**config.mk**
```make
export PLATFORM = sky130hd
export DESIGN_NAME = cpu_operand_address_unit_core_flat
export DESIGN_NICKNAME = d
export VERILOG_FILES = /design/src/coau_pkg.sv /design/src/coau_in_if.sv /design/src/coau_out_if.sv /design/src/coau_step.sv /design/src/coau_out_buf.sv /design/src/cpu_operand_address_unit_core.sv /design/src/flat_wrapper.sv
export SDC_FILE = /design/constraint.sdc
export NUM_CORES = 1
export LEC_CHECK = 0
export ABC_CLOCK_PERIOD_IN_PS = 4400
export BUFFER_PORTS_ARGS = -buffer_cell sky130_fd_sc_hd__buf_2
export CAP_MARGIN = 20
export CORE_MARGIN = 2
export CORE_UTILIZATION = 40
export CTS_BUF_LIST = sky130_fd_sc_hd__clkbuf_4
export DETAILED_ROUTE_END_ITERATION = 8
export PLACE_DENSITY_LB_ADDON = 0.05
export SLEW_MARGIN = 15
export SYNTH_ARGS = -nofsm -noshare
export SYNTH_HDL_FRONTEND = slang
export SYNTH_SLANG_ARGS = --single-unit
```
**constraint.sdc**
```tcl
create_clock -name clk -period 4.4 [get_ports clk]
set_clock_uncertainty 0.05 [all_clocks]
set_input_delay 0.44 -clock clk [delete_from_list [all_inputs] [get_ports clk]]
set_output_delay 0.44 -clock clk [all_outputs]
set_load 0.02 [all_outputs]
```
**src/coau_pkg.sv**
```systemverilog
// coau_pkg: types and constants of the 6502 operand address unit
// no dependencies; used by the interfaces and every module of the block
package coau_pkg;

    localparam int unsigned ADDR_W  = 16;
    localparam int unsigned BYTE_W  = 8;
    localparam int unsigned MODE_W  = 4;
    localparam int unsigned PHASE_W = 3;

    localparam logic [MODE_W-1:0] MODE_IMM  = 4'd0;
    localparam logic [MODE_W-1:0] MODE_ZP   = 4'd1;
    localparam logic [MODE_W-1:0] MODE_ZPX  = 4'd2;
    localparam logic [MODE_W-1:0] MODE_ABS  = 4'd3;
    localparam logic [MODE_W-1:0] MODE_ABSX = 4'd4;
    localparam logic [MODE_W-1:0] MODE_ABSY = 4'd5;
    localparam logic [MODE_W-1:0] MODE_INDX = 4'd6;
    localparam logic [MODE_W-1:0] MODE_INDY = 4'd7;
    localparam logic [MODE_W-1:0] MODE_IND  = 4'd8;

    localparam logic FUNC_START = 1'b0;
    localparam logic FUNC_DATA  = 1'b1;

    localparam logic KIND_READ = 1'b0;
    localparam logic KIND_DONE = 1'b1;

    localparam logic [BYTE_W-1:0] ZP_PAGE = 8'h00;

    typedef struct packed {
        logic              func;
        logic [MODE_W-1:0] mode;
        logic [ADDR_W-1:0] start_pc;
        logic [BYTE_W-1:0] index_x;
        logic [BYTE_W-1:0] index_y;
        logic [BYTE_W-1:0] bus_data;
    } in_word_t;

    typedef struct packed {
        logic              kind;
        logic [ADDR_W-1:0] read_addr;
        logic [ADDR_W-1:0] effective_addr;
        logic [ADDR_W-1:0] operand_value;
        logic [ADDR_W-1:0] next_pc;
        logic              protocol_error;
    } out_word_t;

    typedef struct packed {
        logic               busy;
        logic [MODE_W-1:0]  mode;
        logic [PHASE_W-1:0] phase;
        logic [ADDR_W-1:0]  pc;
        logic [BYTE_W-1:0]  x;
        logic [BYTE_W-1:0]  y;
        logic [ADDR_W-1:0]  pointer;
        logic [BYTE_W-1:0]  low_byte;
    } seq_state_t;

endpackage

```
**src/coau_in_if.sv**
```systemverilog
// coau_in_if: valid/ready channel carrying one input word of the unit
// depends on coau_pkg
interface coau_in_if;
    logic                       valid;
    logic                       ready;
    logic                       func;
    logic [coau_pkg::MODE_W-1:0] mode;
    logic [coau_pkg::ADDR_W-1:0] start_pc;
    logic [coau_pkg::BYTE_W-1:0] index_x;
    logic [coau_pkg::BYTE_W-1:0] index_y;
    logic [coau_pkg::BYTE_W-1:0] bus_data;

    modport source (output valid, func, mode, start_pc, index_x, index_y, bus_data,
                    input ready);
    modport sink (input valid, func, mode, start_pc, index_x, index_y, bus_data,
                  output ready);
endinterface

```
**src/coau_out_if.sv**
```systemverilog
// coau_out_if: valid/ready channel carrying one result word of the unit
// depends on coau_pkg
interface coau_out_if;
    logic                       valid;
    logic                       ready;
    logic                       kind;
    logic [coau_pkg::ADDR_W-1:0] read_addr;
    logic [coau_pkg::ADDR_W-1:0] effective_addr;
    logic [coau_pkg::ADDR_W-1:0] operand_value;
    logic [coau_pkg::ADDR_W-1:0] next_pc;
    logic                       protocol_error;

    modport source (output valid, kind, read_addr, effective_addr, operand_value,
                    next_pc, protocol_error, input ready);
    modport sink (input valid, kind, read_addr, effective_addr, operand_value,
                  next_pc, protocol_error, output ready);
endinterface

```
**src/coau_step.sv**
```systemverilog
// coau_step: next sequencer state and result word for one accepted input word
// depends on coau_pkg
module coau_step (
    input  coau_pkg::seq_state_t st,
    input  coau_pkg::in_word_t   word,
    output coau_pkg::seq_state_t st_next,
    output coau_pkg::out_word_t  res
);
    import coau_pkg::*;

    logic [ADDR_W-1:0] len;
    logic [ADDR_W-1:0] hi_lo;
    logic [BYTE_W-1:0] zp_sum;
    logic [BYTE_W-1:0] ptr_inc;
    logic [BYTE_W-1:0] abs_idx;

    always_comb
    begin
        len = ((st.mode == MODE_ABS) || (st.mode == MODE_ABSX) || (st.mode == MODE_ABSY)
               || (st.mode == MODE_IND)) ? 16'd2 : 16'd1;
        hi_lo   = {word.bus_data, st.low_byte};
        zp_sum  = word.bus_data + (((st.mode == MODE_ZPX) || (st.mode == MODE_INDX))
                                   ? st.x : 8'h00);
        ptr_inc = st.pointer[BYTE_W-1:0] + 8'd1;
        abs_idx = (st.mode == MODE_ABSX) ? st.x
                : ((st.mode == MODE_ABSY) || (st.mode == MODE_INDY)) ? st.y : 8'h00;
    end

    always_comb
    begin
        st_next = st;
        res     = '0;
        res.kind = KIND_READ;
        if (word.func == FUNC_START)
        begin
            if (st.busy)
            begin
                res.read_addr      = st.pointer;
                res.protocol_error = 1'b1;
            end
            else if (word.mode > MODE_IND)
            begin
                res.kind    = KIND_DONE;
                res.next_pc = word.start_pc;
            end
            else
            begin
                st_next.busy     = 1'b1;
                st_next.mode     = word.mode;
                st_next.pc       = word.start_pc;
                st_next.x        = word.index_x;
                st_next.y        = word.index_y;
                st_next.phase    = '0;
                st_next.pointer  = word.start_pc;
                st_next.low_byte = '0;
                res.read_addr    = word.start_pc;
            end
        end
        else if (!st.busy)
        begin
            res.kind           = KIND_DONE;
            res.protocol_error = 1'b1;
        end
        else
        begin
            // request by default, overridden where the mode completes
            st_next.phase = st.phase + 3'd1;
            unique case (st.mode)
                MODE_IMM:
                begin
                    res.kind           = KIND_DONE;
                    res.operand_value  = {ZP_PAGE, word.bus_data};
                end
                MODE_ZP, MODE_ZPX:
                begin
                    if (st.phase == 3'd0)
                        st_next.pointer = {ZP_PAGE, zp_sum};
                    else
                    begin
                        res.kind           = KIND_DONE;
                        res.effective_addr = st.pointer;
                        res.operand_value  = {ZP_PAGE, word.bus_data};
                    end
                end
                MODE_ABS, MODE_ABSX, MODE_ABSY:
                begin
                    if (st.phase == 3'd0)
                    begin
                        st_next.low_byte = word.bus_data;
                        st_next.pointer  = st.pc + 16'd1;
                    end
                    else if (st.phase == 3'd1)
                        st_next.pointer = hi_lo + {ZP_PAGE, abs_idx};
                    else
                    begin
                        res.kind           = KIND_DONE;
                        res.effective_addr = st.pointer;
                        res.operand_value  = {ZP_PAGE, word.bus_data};
                    end
                end
                MODE_INDX, MODE_INDY:
                begin
                    if (st.phase == 3'd0)
                        st_next.pointer = {ZP_PAGE, zp_sum};
                    else if (st.phase == 3'd1)
                    begin
                        st_next.low_byte = word.bus_data;
                        st_next.pointer  = {ZP_PAGE, ptr_inc};
                    end
                    else if (st.phase == 3'd2)
                        st_next.pointer = hi_lo + {ZP_PAGE, abs_idx};
                    else
                    begin
                        res.kind           = KIND_DONE;
                        res.effective_addr = st.pointer;
                        res.operand_value  = {ZP_PAGE, word.bus_data};
                    end
                end
                MODE_IND:
                begin
                    if (st.phase == 3'd0)
                    begin
                        st_next.low_byte = word.bus_data;
                        st_next.pointer  = st.pc + 16'd1;
                    end
                    else if (st.phase == 3'd1)
                        st_next.pointer = hi_lo;
                    else if (st.phase == 3'd2)
                    begin
                        st_next.low_byte = word.bus_data;
                        st_next.pointer  = st.pointer + 16'd1;
                    end
                    else
                    begin
                        res.kind          = KIND_DONE;
                        res.operand_value = hi_lo;
                    end
                end
                default:
                begin
                    res.kind = KIND_DONE;
                end
            endcase
            if (res.kind == KIND_DONE)
            begin
                st_next.busy  = 1'b0;
                st_next.phase = '0;
                res.next_pc   = st.pc + len;
            end
            else
                res.read_addr = st_next.pointer;
        end
    end
endmodule

```
**src/coau_out_buf.sv**
```systemverilog
// coau_out_buf: result register with a skid stage behind it
// depends on coau_pkg
module coau_out_buf (
    input  logic                clk,
    input  logic                rst_n,
    input  logic                push,
    input  coau_pkg::out_word_t push_word,
    output logic                can_push,
    output logic                out_valid,
    input  logic                out_ready,
    output coau_pkg::out_word_t out_word
);
    import coau_pkg::*;

    logic      out_valid_reg, out_valid_next;
    logic      skid_valid_reg, skid_valid_next;
    out_word_t out_word_reg, out_word_next;
    out_word_t skid_word_reg, skid_word_next;
    logic      pop;

    assign pop       = out_valid_reg && out_ready;
    assign can_push  = !skid_valid_reg;
    assign out_valid = out_valid_reg;
    assign out_word  = out_word_reg;

    always_comb
    begin
        out_valid_next  = out_valid_reg;
        skid_valid_next = skid_valid_reg;
        out_word_next   = out_word_reg;
        skid_word_next  = skid_word_reg;
        if (skid_valid_reg)
        begin
            if (pop)
            begin
                out_word_next   = skid_word_reg;
                skid_valid_next = 1'b0;
            end
        end
        else if (push)
        begin
            if (!out_valid_reg || pop)
            begin
                out_word_next  = push_word;
                out_valid_next = 1'b1;
            end
            else
            begin
                skid_word_next  = push_word;
                skid_valid_next = 1'b1;
            end
        end
        else if (pop)
            out_valid_next = 1'b0;
    end

    always_ff @(posedge clk or negedge rst_n)
    begin
        if (!rst_n)
        begin
            out_valid_reg  <= 1'b0;
            skid_valid_reg <= 1'b0;
        end
        else
        begin
            out_valid_reg  <= out_valid_next;
            skid_valid_reg <= skid_valid_next;
        end
    end

    always_ff @(posedge clk)
    begin
        out_word_reg  <= out_word_next;
        skid_word_reg <= skid_word_next;
    end
endmodule

```
**src/cpu_operand_address_unit_core.sv**
```systemverilog
// cpu_operand_address_unit_core: 6502 operand fetch sequencer, top level
// depends on coau_pkg, coau_in_if, coau_out_if, coau_step, coau_out_buf
//
//   channel | dir | words
//   cmd     | in  | start of a fetch or one bus byte
//   rsp     | out | bus read request or completed operand
//
// one word in, one word out; a word is taken every cycle while the skid
// stage is empty; its result is registered in the output or the skid stage
// the sequencer state lives in one register bank updated on each accepted word
// a stall on rsp fills the skid stage, then holds cmd.ready low
// rst_n clears the sequencer to idle and empties both output stages
module cpu_operand_address_unit_core (
    input  logic       clk,
    input  logic       rst_n,
    coau_in_if.sink    cmd,
    coau_out_if.source rsp
);
    import coau_pkg::*;

    seq_state_t st_reg, st_next;
    in_word_t   word;
    out_word_t  res;
    out_word_t  rsp_word;
    logic       can_push;
    logic       accept;

    assign word = '{func: cmd.func, mode: cmd.mode, start_pc: cmd.start_pc,
                    index_x: cmd.index_x, index_y: cmd.index_y, bus_data: cmd.bus_data};
    assign cmd.ready = can_push;
    assign accept    = cmd.valid && can_push;

    coau_step u_step (
        .st      (st_reg),
        .word    (word),
        .st_next (st_next),
        .res     (res)
    );

    always_ff @(posedge clk or negedge rst_n)
    begin
        if (!rst_n)
            st_reg <= '0;
        else if (accept)
            st_reg <= st_next;
    end

    coau_out_buf u_out_buf (
        .clk       (clk),
        .rst_n     (rst_n),
        .push      (accept),
        .push_word (res),
        .can_push  (can_push),
        .out_valid (rsp.valid),
        .out_ready (rsp.ready),
        .out_word  (rsp_word)
    );

    assign rsp.kind           = rsp_word.kind;
    assign rsp.read_addr      = rsp_word.read_addr;
    assign rsp.effective_addr = rsp_word.effective_addr;
    assign rsp.operand_value  = rsp_word.operand_value;
    assign rsp.next_pc        = rsp_word.next_pc;
    assign rsp.protocol_error = rsp_word.protocol_error;
endmodule
```
**src/flat_wrapper.sv**
```systemverilog
// flat-port wrapper written by rule: the top's interface ports become plain ports
module cpu_operand_address_unit_core_flat import coau_pkg::*;
  (clk, rst_n, cmd_valid, cmd_func, cmd_mode, cmd_start_pc, cmd_index_x, cmd_index_y, cmd_bus_data, cmd_ready, rsp_valid, rsp_kind, rsp_read_addr, rsp_effective_addr, rsp_operand_value, rsp_next_pc, rsp_protocol_error, rsp_ready);
  coau_in_if cmd_i ();
  coau_out_if rsp_i ();
  input  logic clk;
  input  logic rst_n;
  input wire logic [$bits(cmd_i.valid)-1:0] cmd_valid;
  input wire logic [$bits(cmd_i.func)-1:0] cmd_func;
  input wire logic [$bits(cmd_i.mode)-1:0] cmd_mode;
  input wire logic [$bits(cmd_i.start_pc)-1:0] cmd_start_pc;
  input wire logic [$bits(cmd_i.index_x)-1:0] cmd_index_x;
  input wire logic [$bits(cmd_i.index_y)-1:0] cmd_index_y;
  input wire logic [$bits(cmd_i.bus_data)-1:0] cmd_bus_data;
  output wire logic [$bits(cmd_i.ready)-1:0] cmd_ready;
  output wire logic [$bits(rsp_i.valid)-1:0] rsp_valid;
  output wire logic [$bits(rsp_i.kind)-1:0] rsp_kind;
  output wire logic [$bits(rsp_i.read_addr)-1:0] rsp_read_addr;
  output wire logic [$bits(rsp_i.effective_addr)-1:0] rsp_effective_addr;
  output wire logic [$bits(rsp_i.operand_value)-1:0] rsp_operand_value;
  output wire logic [$bits(rsp_i.next_pc)-1:0] rsp_next_pc;
  output wire logic [$bits(rsp_i.protocol_error)-1:0] rsp_protocol_error;
  input wire logic [$bits(rsp_i.ready)-1:0] rsp_ready;
  assign cmd_i.valid = cmd_valid;
  assign cmd_i.func = cmd_func;
  assign cmd_i.mode = cmd_mode;
  assign cmd_i.start_pc = cmd_start_pc;
  assign cmd_i.index_x = cmd_index_x;
  assign cmd_i.index_y = cmd_index_y;
  assign cmd_i.bus_data = cmd_bus_data;
  assign cmd_ready = cmd_i.ready;
  assign rsp_valid = rsp_i.valid;
  assign rsp_kind = rsp_i.kind;
  assign rsp_read_addr = rsp_i.read_addr;
  assign rsp_effective_addr = rsp_i.effective_addr;
  assign rsp_operand_value = rsp_i.operand_value;
  assign rsp_next_pc = rsp_i.next_pc;
  assign rsp_protocol_error = rsp_i.protocol_error;
  assign rsp_i.ready = rsp_ready;
  cpu_operand_address_unit_core u_core (.clk(clk), .rst_n(rst_n), .cmd(cmd_i), .rsp(rsp_i));
endmodule
```
; ---- Word-level counts from Yosys, hierarchy flattened
; Cells that the tools add are included.
[totals]
reg_bits = 198
input_bits = 49
output_inout_bits = 68
elab_cells = 161
[op_classes]
n_addsub = 7
magnitude_cmp = 1
eq_ne = 21
n_mux = 80
bitwise = 5
n_reduce_logical = 25
[op_table]
columns = cell, n
row1 = 2-to-1 mux 66 bit, 4
row2 = 2-to-1 mux 16 bit, 16
row3 = 2-to-1 mux 32 bit, 7
row4 = 2-to-1 mux 24 bit, 9
row5 = 2-to-1 mux 64 bit, 3
row6 = case mux 16 bit (5 select lines), 1
row7 = case mux 16 bit (4 select lines), 1
row8 = 2-to-1 mux 8 bit, 7
row9 = case mux 16 bit (3 select lines), 1
row10 = 2-to-1 mux 17 bit, 2
row11 = adder 16 x 1 -> 16 bit (second input constant), 2
row12 = case mux 8 bit (3 select lines), 1
row13 = 2-to-1 mux 1 bit, 23
row14 = adder 16 x 2 -> 16 bit, 1
row15 = adder 16 x 8 -> 16 bit, 1
row16 = == test 4 x 3 -> 1 bit (second input constant), 4
row17 = inequality test 4 bit (second input constant), 3
row18 = AND reduction 10 bit, 1
row19 = 2-to-1 mux 3 bit, 3
row20 = inequality test 3 bit (second input constant), 3
row21 = AND reduction 3 bit, 3
row22 = adder 8 x 1 -> 8 bit (second input constant), 1
row23 = adder 8 bit, 1
row24 = == test 4 x 2 -> 1 bit (second input constant), 2
row25 = other kinds (20), 39

; ---- Longest topological paths before layout
[logic_depth]
ltp_word = 16
mapped_depth = 16
ltp_nobuf = 15

; ---- Modules after synthesis
; A second synthesis with hierarchy kept.
[unflattened]
cells_unflattened = 1318
area_unflattened_um2 = 13631.8
[modules_own_cells]
columns = module, n_inst, cells_per_inst, area_each_um2
row1 = coau_step, 1, 964, 5834.3
row2 = coau_out_buf, 1, 217, 5211.2
row3 = cpu_operand_address_unit_core, 1, 137, 2586.2

; ---- Worst setup path before layout
; No wires, ideal clock.
[synth_timing]
kind = reg-to-reg
startpoint = register u_core.u_out_buf.skid_valid_reg
endpoint = register u_core.u_out_buf.out_word_reg (netlist bit u_core.u_out_buf.out_word[0]) (enable)
setup_time_ns = 0.512
arrival_time_ns = 3.956
setup_slack_ns = -0.118
path_stages_with_launch = 4
n_path_buf = 1
period_less_slack_ns = 4.518
cell_sequence = dfrtp_1 clkbuf_1 nand2_1 a21oi_1
[synth_via]
elab_chain_len = 4
word_cells_on_any_way = 6
[synth_lines]
columns = element, line_no
row1 = from (decl), coau_out_buf.sv:16  ; logic skid_valid_reg, skid_valid_next;
row2 = from (signal assigned), coau_out_buf.sv:67  ; skid_valid_reg <= skid_valid_next;
row3 = logical NOT 1 bit, coau_out_buf.sv:22  ; assign can_push = !skid_valid_reg;
row4 = logical AND 1 bit, cpu_operand_address_unit_core.sv:31  ; assign accept = cmd.valid && can_push;
row5 = nonzero test 2 bit (no source line), --
row6 = AND reduction 3 bit (no source line) *, --
row7 = to (signal assigned), coau_out_buf.sv:73  ; out_word_reg <= out_word_next;
row8 = to (decl), coau_out_buf.sv:17  ; out_word_t out_word_reg, out_word_next;
; Mark *: on every way between the ends. The rest lies on a longest branch, timed or not.
; A chain may end at the register's enable or synchronous reset.

==> impl_metrics.ini <==
[hold_path]
min_to = u_core.st_reg[45]
hold_path.startpoint = cmd_start_pc[5]
hold_depth = 3
min_path_type = primary input to register

[pwr]
power.internal_mw = 4.848
clkPwrFrac_pct = 11.4
switching_share_pct = 48.36
power_frac_comb_pct = 51.8
ir_drop_mv = 0.2876
power_density_mw_per_mm2 = 712.3
total_power_mw = 9.387
p_sw_mw = 4.539
p_leak_nw = 5.172
pwr-share-seq_pct = 36.8

[timing]
rsz0062_at_grt = no
period_needed_ps = 3974
worst_pin_slew_ps = 1064
max_slew_margin_pct = 28.59
setup_tns_ps = 0
hold_viol = 0
timing.fmax_ghz = 0.2516
post-route-period-util_pct = 90.32
slew_viol_final = 0
setup_viol_count_final = 0

[setup_path]
cpPeakStageDelay_ps = 580
required_ps = 4770
worst-path-stages = 14
cp-end-kind = register
timing_worst_setup_path_type = register to register
crit_buf_inv = 1
path_delay_family = compound AO/OA/AOI/OAI gates
critPathLaunchType = register
reg2reg_from = u_core.st_reg[61]
crit_chain = nand2b_1, nor2_1, ha_1, inv_1, fa_1, nor2b_1, o211ai_1, a21boi_0, o22ai_1, o21ai_0, nand3_1, a222oi_1, o21ai_1, mux2_2
r2r-end = u_core.u_out_buf.out_word[61]
worst_path_max_delay_cell = dfrtp_1
worstPathArrival_ps = 4340
crit_path_max_fanout = 9
ff2ff_path_depth = 14
reg2reg_slack_ps = 430

[drt]
drc = 0
ant_nets = 0
vias = 9404
dr.first_iter.drc_count = 801
drt-pass1-iter-count = 5
wl_mm = 36.18
wl_per_cell_um = 21.65
viasPerCell = 5.628

[run]
max_cap_viol_count = 0

[floorplanning]
io_pins = 117
core_area_sq_mm = 0.02870
die-width_um = 174.7
floorplan.initialDensity_pct = 40.61
fp-row-count = 62
die-area_sq_mm = 0.03052
fp.dieH_um = 174.7

[logic_synthesis]
syn-num-nets = 1242
yosysSeqAreaShare_pct = 48.18
synthAdderAreaFrac_pct = 3.414
yosysWarnings = 0
synthDistinctLibCells = 84
async_flop_share_pct = 33.33
synthesis.instances = 1163
synth_edf_count = 132
synthSimpleGateAreaFrac_pct = 16.85
syn_area_per_cell_sq_um = 10.02
synth_top_family_by_area = compound AO/OA/AOI/OAI gates
synth_compound_area_share_pct = 17.69
synth_xor_area_share_pct = 4.058
synthMuxAreaShare_pct = 5.582
synth-seq-cells = 198
syn-cell-area_sq_mm = 0.01165
synth_flop_cell = edfxtp_1

[placed_design]
dpl-instance-area_sq_mm = 0.01261
dp_cells = 1612
gp_congestion = 0.8933
dp_hpwl_mm = 25.99
io_buffers = 116

[outcome]
outcome = finished, final reports clean

[final_layout]
layout_commonest_cell = nand2_1
postLayoutCellArea_sq_mm = 0.01318
fillCellCount = 2820
fin_cells = 1671
fin_nets = 1352
layout_common_cells = nand2_1, edfxtp_1, buf_2
drive_gt1_share_pct = 22.16
utilization_pct = 45.92
syn_to_final_growth_pct = 13.08

[cts]
cts_sinks = 198
clockBufferDepth = 2
clockRootBuffer = clkbuf_4
post_cts_buffers = 0
clkLatencyLatePin_ps = 630
htreeDepth = 4
clk_pin_slew_worst_paths_ps = 200
cts_buffers = 17
tritoncts = done

[grt]
grt_pass1_wl_mm = 55.08
antenna_found_initial = 3
grt_pass1_vias = 8958
grt_util_all_layers_pct = 23.81
grt_max_degree = 61
overflow = 0
-- how the worst max path moves through the flow --
stage                                    endpoint         startpoint  slack, ps
global route        u_core.u_out_buf.out_word[61]  u_core.st_reg[60]         20
detailed placement  u_core.u_out_buf.out_word[61]  u_core.st_reg[60]        360
floorplan           u_core.u_out_buf.out_word[61]  u_core.st_reg[59]        780
global placement    u_core.u_out_buf.out_word[61]  u_core.st_reg[60]        430
finish              u_core.u_out_buf.out_word[61]  u_core.st_reg[61]        430
CTS                 u_core.u_out_buf.out_word[61]  u_core.st_reg[60]        320
-- layout make-up --
type	instances	area (sq um)	share of cell area, %
Sequential cell	198	5615	42.61
Multi-Input combinational cell	860	5575	42.31
Inverter	21	78.83	0.5981
Antenna cell	1	2.502	0.01899
Clock buffer	18	135.1	1.025
Clock inverter	14	165.2	1.253
Timing Repair Buffer	175	1126	8.545
Tap cell	384	480.5	3.646
-- tightest hold or removal path, stage by stage --
cell and delay, ps:
buf_2 140, nand2_1 60, nand2_1 40
-- synth_stat cells (all sizes together) (4+ instances only) --
cell | instances | area (sq um)
a211oi | 8 | 60.06
a21o | 7 | 52.55
a21oi | 47 | 254.0
a221oi | 8 | 82.58
a22o | 5 | 43.79
a22oi | 42 | 315.3
a31oi | 9 | 56.30
and2 | 35 | 219.0
and3 | 8 | 50.05
buf | 45 | 266.5
clkbuf | 39 | 146.4
dfrtp | 66 | 1652
edfxtp | 132 | 3964
ha | 27 | 337.8
inv | 20 | 75.07
mux2 | 56 | 630.6
nand2 | 213 | 802.0
nand2b | 5 | 31.28
nand3 | 25 | 130.1
nand4 | 7 | 43.79
nor2 | 74 | 302.8
nor2b | 6 | 37.54
nor3 | 18 | 116.4
nor4 | 4 | 55.05
o2111ai | 5 | 43.79
o211ai | 10 | 80.07
o21a | 6 | 45.04
o21ai | 89 | 494.2
o21bai | 4 | 30.03
o221ai | 5 | 43.79
o22ai | 12 | 88.84
o31ai | 16 | 120.1
or2 | 5 | 31.28
or3 | 8 | 55.05
xnor2 | 28 | 245.2
xor2 | 26 | 227.7
-- through the flow --
step | setup slack (ps) | hold slack [ps]
3_5_place_dp | 357.2 | 418.0
3_3_place_gp | 426.1 | 418.0
2_1_floorplan | 778.4 | 94.41
4_1_cts | 321.8 | 7.036
6_report | 425.8 | 34.76
5_1_grt | 20.16 | 5.141
-- routing by layer --
| metal | vias up | global-route usage (%) | part of all wire, % |
|---|---|---|---|
| met1 | 4551 | 32.93 | 45 |
| met2 | 320 | 37.50 | 46 |
| met4 | 4 | 9.375 | 3.6 |
| li1 | 4452 | - | - |
| met5 | - | 0 | 0.16 |
| met3 | 77 | 3.808 | 5.1 |
-- power groups by stage --
stage          registers, mW  logic (mW)  clock network, mW
2_1_floorplan           3.47        3.25                  0
3_3_place_gp            3.50        4.80                  0
3_5_place_dp            3.50        4.81                  0
4_1_cts                 3.45        4.85               1.10
5_1_grt                 3.54        5.30               1.16
6_report                3.45        4.87               1.07
-- logic make-up after synthesis --
kind of cell	after synthesis
simple gates	418
compound gates	300
fa+ha+maj	30
flops	198
xor+xnor	54
mux	58
buf+inv	105
-- timing repair --
| item | 4_1_cts | 5_1_grt |
|---|---|---|
| hold buffers | 24 | 2 |
| hold endpoints to repair | 56 | 2 |
| endpoints found under the setup margin | 0 | 4 |
| gates resized for setup | 0 | 1 |
Note: power is estimated with default switching activity, not from simulation.
